--- src/sv/itss_pkg.sv ---
// itss_pkg: shared types, constants and functions for the integer to
// seven-segment converter
// no dependencies
package itss_pkg;

  localparam int NumDigits = 4;
  localparam int DigitMax  = 9;
  localparam int MagWidth  = 14;
  localparam int CodeWidth = 32;
  localparam int NumWidth  = 15;

  localparam logic [7:0] SegMinus = 8'h02;
  localparam logic signed [NumWidth-1:0] MaxShown = 15'sd9999;
  localparam logic signed [NumWidth-1:0] MinShown = -15'sd999;

  typedef logic [1:0] pos_t;

  // word handed from one digit cell to the next
  typedef struct packed {
    logic [MagWidth-1:0]  rem;
    logic                 neg;
    logic                 err;
    logic                 started;
    logic [CodeWidth-1:0] code;
  } itss_word_t;

  function automatic logic [7:0] seg_font(input logic [3:0] d);
    logic [7:0] f;
    case (d)
      4'd0:    f = 8'hfc;
      4'd1:    f = 8'h60;
      4'd2:    f = 8'hda;
      4'd3:    f = 8'hf2;
      4'd4:    f = 8'h66;
      4'd5:    f = 8'hb6;
      4'd6:    f = 8'hbe;
      4'd7:    f = 8'he0;
      4'd8:    f = 8'hfe;
      4'd9:    f = 8'hf6;
      default: f = 8'h00;
    endcase
    return f;
  endfunction

  function automatic logic [MagWidth-1:0] pow10(input pos_t pos);
    logic [MagWidth-1:0] p;
    case (pos)
      2'd3:    p = 14'd1000;
      2'd2:    p = 14'd100;
      2'd1:    p = 14'd10;
      default: p = 14'd1;
    endcase
    return p;
  endfunction

endpackage

--- src/sv/integer_to_seven_segment.sv ---
// Signed integer to four-digit seven-segment code. A word is taken every
// cycle; each result is registered in turn by the row of four digit cells
// (one per display position, thousands to units). A stall on the result
// side holds the whole row. Out-of-range numbers give a zero code with the
// error flag set.
// depends on itss_pkg and itss_digit_cell
module integer_to_seven_segment
  import itss_pkg::*;
(
  input  logic                        clk,
  input  logic                        rst_n,
  input  logic                        in_valid,
  output logic                        in_ready,
  input  logic signed [NumWidth-1:0]  in_number,
  output logic                        out_valid,
  input  logic                        out_ready,
  output logic [CodeWidth-1:0]        out_segment_code,
  output logic                        out_range_error
);

  logic                adv;
  logic                valid_c [NumDigits+1];
  itss_word_t          word_c  [NumDigits+1];
  logic                neg;
  logic                err;
  logic [NumWidth-1:0] mag;

  assign adv      = !out_valid || out_ready;
  assign in_ready = adv;

  assign neg = in_number[NumWidth-1];
  assign err = (in_number > MaxShown) || (in_number < MinShown);
  assign mag = neg ? NumWidth'(-in_number) : NumWidth'(in_number);

  always_comb begin
    word_c[NumDigits]         = '0;
    word_c[NumDigits].rem     = err ? '0 : mag[MagWidth-1:0];
    word_c[NumDigits].neg     = neg;
    word_c[NumDigits].err     = err;
    valid_c[NumDigits]        = in_valid;
  end

  for (genvar i = NumDigits - 1; i >= 0; i--) begin : g_cell
    itss_digit_cell u_cell (
      .clk       (clk),
      .rst_n     (rst_n),
      .adv       (adv),
      .pos       (pos_t'(i)),
      .valid_in  (valid_c[i+1]),
      .word_in   (word_c[i+1]),
      .valid_out (valid_c[i]),
      .word_out  (word_c[i])
    );
  end

  assign out_valid        = valid_c[0];
  assign out_segment_code = word_c[0].code;
  assign out_range_error  = word_c[0].err;

endmodule

--- src/sv/itss_digit_cell.sv ---
// itss_digit_cell: one pipeline cell, extracts the decimal digit at its
// position and writes its segment byte and any minus sign into the word
// depends on itss_pkg
module itss_digit_cell
  import itss_pkg::*;
(
  input  logic       clk,
  input  logic       rst_n,
  input  logic       adv,
  input  pos_t       pos,
  input  logic       valid_in,
  input  itss_word_t word_in,
  output logic       valid_out,
  output itss_word_t word_out
);

  logic                valid_r;
  itss_word_t          word_r;
  itss_word_t          word_nxt;
  logic [MagWidth-1:0] pow;
  logic [17:0]         step;
  logic [17:0]         sub;
  logic [3:0]          d;
  pos_t                pos_up;

  assign pow    = pow10(pos);
  assign pos_up = pos + 2'd1;

  // digit by parallel compare against the nine multiples
  always_comb begin
    d    = '0;
    sub  = '0;
    step = '0;
    for (int k = 1; k <= DigitMax; k++) begin
      step = 18'(k) * {4'b0000, pow};
      if ({4'b0000, word_in.rem} >= step) begin
        d   = 4'(k);
        sub = step;
      end
    end
  end

  always_comb begin
    word_nxt     = word_in;
    word_nxt.rem = word_in.rem - sub[MagWidth-1:0];
    if (!word_in.err) begin
      if (d != 4'd0) begin
        if (!word_in.started && word_in.neg && pos != 2'd3) begin
          word_nxt.code[{pos_up, 3'b000} +: 8] = SegMinus;
        end
        word_nxt.started = 1'b1;
        word_nxt.code[{pos, 3'b000} +: 8] = seg_font(d);
      end else if (word_in.started || pos == 2'd0) begin
        word_nxt.code[{pos, 3'b000} +: 8] = seg_font(d);
      end
    end
  end

  always_ff @(posedge clk) begin
    if (!rst_n) begin
      valid_r <= 1'b0;
    end else if (adv) begin
      valid_r <= valid_in;
    end
  end

  always_ff @(posedge clk) begin
    if (adv) begin
      word_r <= word_nxt;
    end
  end

  assign valid_out = valid_r;
  assign word_out  = word_r;

endmodule

--- config.mk ---
export PLATFORM = sky130hd
export DESIGN_NAME = integer_to_seven_segment
export DESIGN_NICKNAME = d
export VERILOG_FILES = /design/src/sv/itss_pkg.sv /design/src/sv/integer_to_seven_segment.sv /design/src/sv/itss_digit_cell.sv
export SDC_FILE = /design/constraint.sdc
export NUM_CORES = 1
export LEC_CHECK = 0
export ABC_AREA = 1
export BUFFER_PORTS_ARGS = -buffer_cell sky130_fd_sc_hd__buf_2
export CAP_MARGIN = 10
export CORE_MARGIN = 3
export CORE_UTILIZATION = 61
export CTS_BUF_LIST = sky130_fd_sc_hd__clkbuf_2 sky130_fd_sc_hd__clkbuf_4 sky130_fd_sc_hd__clkbuf_8
export DETAILED_ROUTE_END_ITERATION = 7
export GPL_ROUTABILITY_DRIVEN = 0
export PLACE_DENSITY = 0.84
export SETUP_SLACK_MARGIN = 0.02
export SYNTH_ARGS = -nofsm -noshare
export SYNTH_HDL_FRONTEND = slang
export SYNTH_SLANG_ARGS = --single-unit
--- constraint.sdc ---
create_clock -name clk -period 10.1 [get_ports clk]
set_input_delay 0.505 -clock clk [delete_from_list [all_inputs] [get_ports clk]]
set_output_delay 0.505 -clock clk [all_outputs]
set_load 0.01 [all_outputs]
; ---- After elaboration in Yosys (flattened, before gate mapping)
; Memories as Yosys holds them, arrays and structs flattened. A register that Yosys moved wholly into a read port is not among the register bits.
; Index checks and enable logic that the tools add are counted.
[classes]
addsub = 4
magnitude_cmp = 38
muxes = 79
bitwise_logic = 1
n_reduce_logical = 14
[ops]
columns = op, n
row1 = $mux 24, 3
row2 = $ge 14x10->1 const B, 5
row3 = $mux 33, 2
row4 = $mux 16, 4
row5 = $mux 32, 2
row6 = $ge 14x13->1 const B, 4
row7 = $ge 14x3->1 const B, 4
row8 = $ge 14x7->1 const B, 4
row9 = $mux 13, 4
row10 = $mux 10, 5
row11 = $mux 3, 16
row12 = $ge 14x4->1 const B, 3
row13 = $ge 14x6->1 const B, 3
row14 = $ge 14x9->1 const B, 3
row15 = $mux 14, 3
row16 = $mux 4, 9
row17 = $ge 14x12->1 const B, 2
row18 = $ge 14x2->1 const B, 2
row19 = $ge 14x5->1 const B, 2
row20 = $mux 7, 4
row21 = $mux 9, 3
row22 = $mux 12, 2
row23 = $mux 6, 3
row24 = $mux 2, 8
row25 = 20 further kinds, 36
[totals]
ff_bits = 184
romBits = 784
in_bits = 19
out_inout_bits = 35
wordCells = 165
mem_count = 7
[memory_table]
columns = memory, words, width, read_ports, rd_ports_with_merged_regs, wr, line
row1 = (no name shown), 16, 7, 1, 0, 0, itss_pkg.sv:29  ; case (d)
row2 = (no name shown), 16, 7, 1, 0, 0, itss_pkg.sv:29
row3 = (no name shown), 16, 7, 1, 0, 0, itss_pkg.sv:29
row4 = (no name shown), 16, 7, 1, 0, 0, itss_pkg.sv:29
row5 = (no name shown), 16, 7, 1, 0, 0, itss_pkg.sv:29
row6 = (no name shown), 16, 7, 1, 0, 0, itss_pkg.sv:29
row7 = 1 more memories, n/a, n/a, n/a, n/a, n/a, n/a

; ---- Longest topological paths before layout
[depth]
ltp_word = 16
mapped_depth = 35
mapped_depth_nobuf = 35

; ---- Hierarchy
; A second synthesis with hierarchy kept.
[unflattened]
cells_unflattened = 3865
hier_area_um2 = 26685.6
[by_module_without_submodules]
columns = mod, n_inst, cells_each, area_per_inst_um2, seq_area_each_um2
row1 = itss_digit_cell (g_cell[0].u_cell ...), 2, 930, 6502.5, 1491.4
row2 = itss_digit_cell (g_cell[1].u_cell), 1, 948, 6513.7, 1491.4
row3 = itss_digit_cell (g_cell[3].u_cell), 1, 915, 6485.0, 1491.4
row4 = integer_to_seven_segment, 1, 142, 681.9, 0.0

; ---- Worst setup path before layout
; OpenSTA, ideal clock, no wires.
[synth_path]
path_type = input to register
start = input in_number[0]
end = register g_cell[3].u_cell.word_r (netlist bit g_cell[3].u_cell.word_out[48]) (data pin)
setup_time_ns = 0.252
arrival_ns = 3.613
required_ns = 9.848
path_slack_ns = 6.234
path_stages = 32
path_buffers = 0
cell_sequence = inv_1 -> ha_1 -> nand3_2 -> nor2_1 -> nand2_1 -> nand2_1 -> nand2_1 -> xor2_1 -> nand2_2 -> nand2_2 -> a31oi_4 -> nand2_1 -> nand2_1 -> nand2_1 -> nand2_1 -> nand2_1 -> nand2_1 -> nand2_1 -> inv_1 -> ha_1 -> inv_1 -> fa_1 -> nand3_1 -> nand2_1 -> a21oi_1 -> a21oi_1 -> nand3_1 -> nand3_1 -> nand3_1 -> nand2_1 -> nand2_1 -> nand2_1
[synth_lines]
columns = element, line
row1 = start: declaration, integer_to_seven_segment.sv:14  ; input logic signed [NumWidth-1:0] in_number,
row2 = end signal: assignment, itss_digit_cell.sv:69  ; word_r <= word_nxt;
row3 = end: declaration, itss_digit_cell.sv:18  ; itss_word_t word_r;

==> qor.txt <==
Cell Area, Synth: 7510 µm²
RR Startpoint: g_cell[3].u_cell.word_out[47]
Area of the core: 11,700 µm²
Crit path DAT: 4.43 ns
Kind of critical path: in -> reg
Min-delay src: rst_n
Fraction of layout cells with a size suffix above 1: 0.136
Number of global-route vias before repair: 5,119
Fillers: 892
Final hold vios: 0
Total track usage: 0.206
Multiplexer share of the synthesized area: 0
Compound-gate portion of the synthesized area: 0.0933
Fin crit share: 0.420
Post-CTS Hold Buffers: 0
First-pass GRT wire length: 22,000 µm
Footprint of the multi-input gates: 3120 µm²
PostCTS Resize Cnt: 0
Die Y: 117 µm
Synthesized area per cell: 8.97 µm²
Post-DP HPWL: 9710 µm
Max Cap Viol: 0
Hold Path Class: in -> reg
1st-pass router iterations: 5
Slowest cell on the critical path: fa_1
CTS Buf Count: 17
Ys async rst share: 0
# rows: 39
Die footprint: 13,700 µm²
Reg area: 3740 µm²
Startpoint Class: primary input
Antenna diodes: 0
Synth unique cells: 50
PnR Total Power: 1.76 mW
Seq/Total Area, Yosys: 0.499
Setup_tns: 0 ns
Simple-gate portion of the synthesized area: 0.200
Routed Antenna Nets: 0
WP buf/inv: 5
Main combinational cell family by area after synthesis: simple AND/OR/NAND/NOR gates
Number of synthesized flops with an enable pin: 122
CP required: 10.29 ns
Main flop type after synthesis: edfxtp_1
Post-Layout Inst Area: 8320 µm²
Wire length after detailed routing: 13,200 µm
Commonest cells after routing, fill and taps aside: inv_1, nand2_1, edfxtp_1
Endpoints failing setup: 0
Worst Setup End Kind: flop
DR iter-0 viols: 457
Worst-Skew Late Latency: 0.43 ns
CP Max Fanout: 24
Met3 wire length: 564 µm
Port Buffer Count: 49
Routed met1 length: 5350 µm
Vias: 5,582
Initial antenna violation count: 0
Status: completed
Via density per instance: 5.28
Critical path's largest stage delay: 0.40 ns
CTS tree: done
WL/cell: 12.4 µm
CTS sink cnt: 126
Hold Slack: 0.329 ns
Lkg Pwr: 4.06 nW
Synth Area in XOR/XNOR: 0.0373
Max layer used: met4
Synth warn: 0
Syn-to-layout area delta: 10.9%
Net count, final: 968
Slew @ Worst Pin: 0.964 ns
Maximum vdd ir drop: 94.3 µV
Crit path launch: in_number[14]
Total congestion overflow: 0
Synth Instances: 837
Placed cell area: 7900 µm²
Pins Over Slew Limit: 0
Residual DRC count: 0
RSZ-0062 raised after global routing: no
Minimum clock period: 4.24 ns
Max H-tree Level: 4
Adder-cell share of the synthesized area: 0.0830
Root Driver: clkbuf_8
Slew HR: 0.358
Power density over the cells: 211 nW/µm²
Post-CTS Setup Bufs: 0
Starting Density: 0.641
Crit-path most repeated cell: nand2_1
Max Fclk: 236 MHz
Clock tree buffer depth: 2
Clock transition at path regs: 0.07 ns
Cell family with most CP delay: simple AND/OR/NAND/NOR gates
# IOs: 54
Die width: 117 µm
Largest net degree at the start of global routing: 82
WL met2: 6830 µm
Setup Skew: 0.00691 ns
Synth Register Bits: 126
[registers in the layout (all words and copies together) (netlist names)]
signal and count:
g_cell.u_cell.valid_out 4, g_cell.u_cell.word_out 122
[Yosys cell counts (all sizes together), types with 3 or more instances]
cell type	n	area [µm²]
inv	158	593
nand2	158	623
edfxtp	122	3660
nor2	113	459
o21ai	50	262
a21oi	46	245
ha	45	563
nand3	45	255
xor2	25	219
nor3	12	65.1
buf	8	56.3
xnor2	7	61.3
nand4	5	31.3
a31oi	4	40.0
dfxtp	4	80.1
and2	3	18.8
fa	3	60.1
o211ai	3	22.5
o31ai	3	22.5
[cell type report]
| class | instances | area share |
|---|---|---|
| timing repair buffer | 50 | 0.0304 |
| multi-input combinational | 547 | 0.375 |
| inverter | 159 | 0.0720 |
| clock buffer | 20 | 0.0323 |
| sequential | 126 | 0.450 |
| tap | 143 | 0.0215 |
| clock inverter | 12 | 0.0191 |
[worst paths after layout]
check / endpoint / slack (ns) / cells past startpoint
min reg2reg: g_cell[0].u_cell.word_out[21] / 0.42 / 0
max: g_cell[3].u_cell.word_out[48] / 5.86 / 32
max reg2reg: g_cell[2].u_cell.word_out[45] / 5.98 / 21
min: g_cell[0].u_cell.valid_out / 0.33 / 2
[kinds of logic (layout without fill, tap and decap cells)]
group	count (synthesis)	in the layout
XOR/XNOR	32	32
AO/OA/AOI/OAI	120	120
AND/OR/NAND/NOR	343	343
buffers and inverters	167	241
other	1	4
flip-flops	126	126
adder cells (fa/ha/maj)	48	48
[routing by layer]
| metal | global-route usage | up-vias |
|---|---|---|
| met5 | 0 | - |
| met4 | 0.106 | 0 |
| met3 | 0.0478 | 43 |
| met2 | 0.361 | 143 |
| met1 | 0.234 | 2538 |
| li1 | - | 2858 |
[through the flow]
stage / setup slack (ns) / cells / utilization
floorplan: 6.23 / 840 / -
global placement: 5.65 / 1025 / 0.674
detailed placement: 5.45 / 1025 / 0.674
CTS: 5.92 / 1057 / 0.711
global route: 5.36 / 1057 / 0.711
finish: 5.86 / 1057 / 0.711
[where the power goes]
part	total (mW)	switching (mW)	leakage [nW]	internal, mW
sequential	0.821	0.0801	1.38	0.741
clock	0.459	0.197	0.214	0.262
combinational	0.479	0.295	2.47	0.184
(Power assumes the default switching activity.)
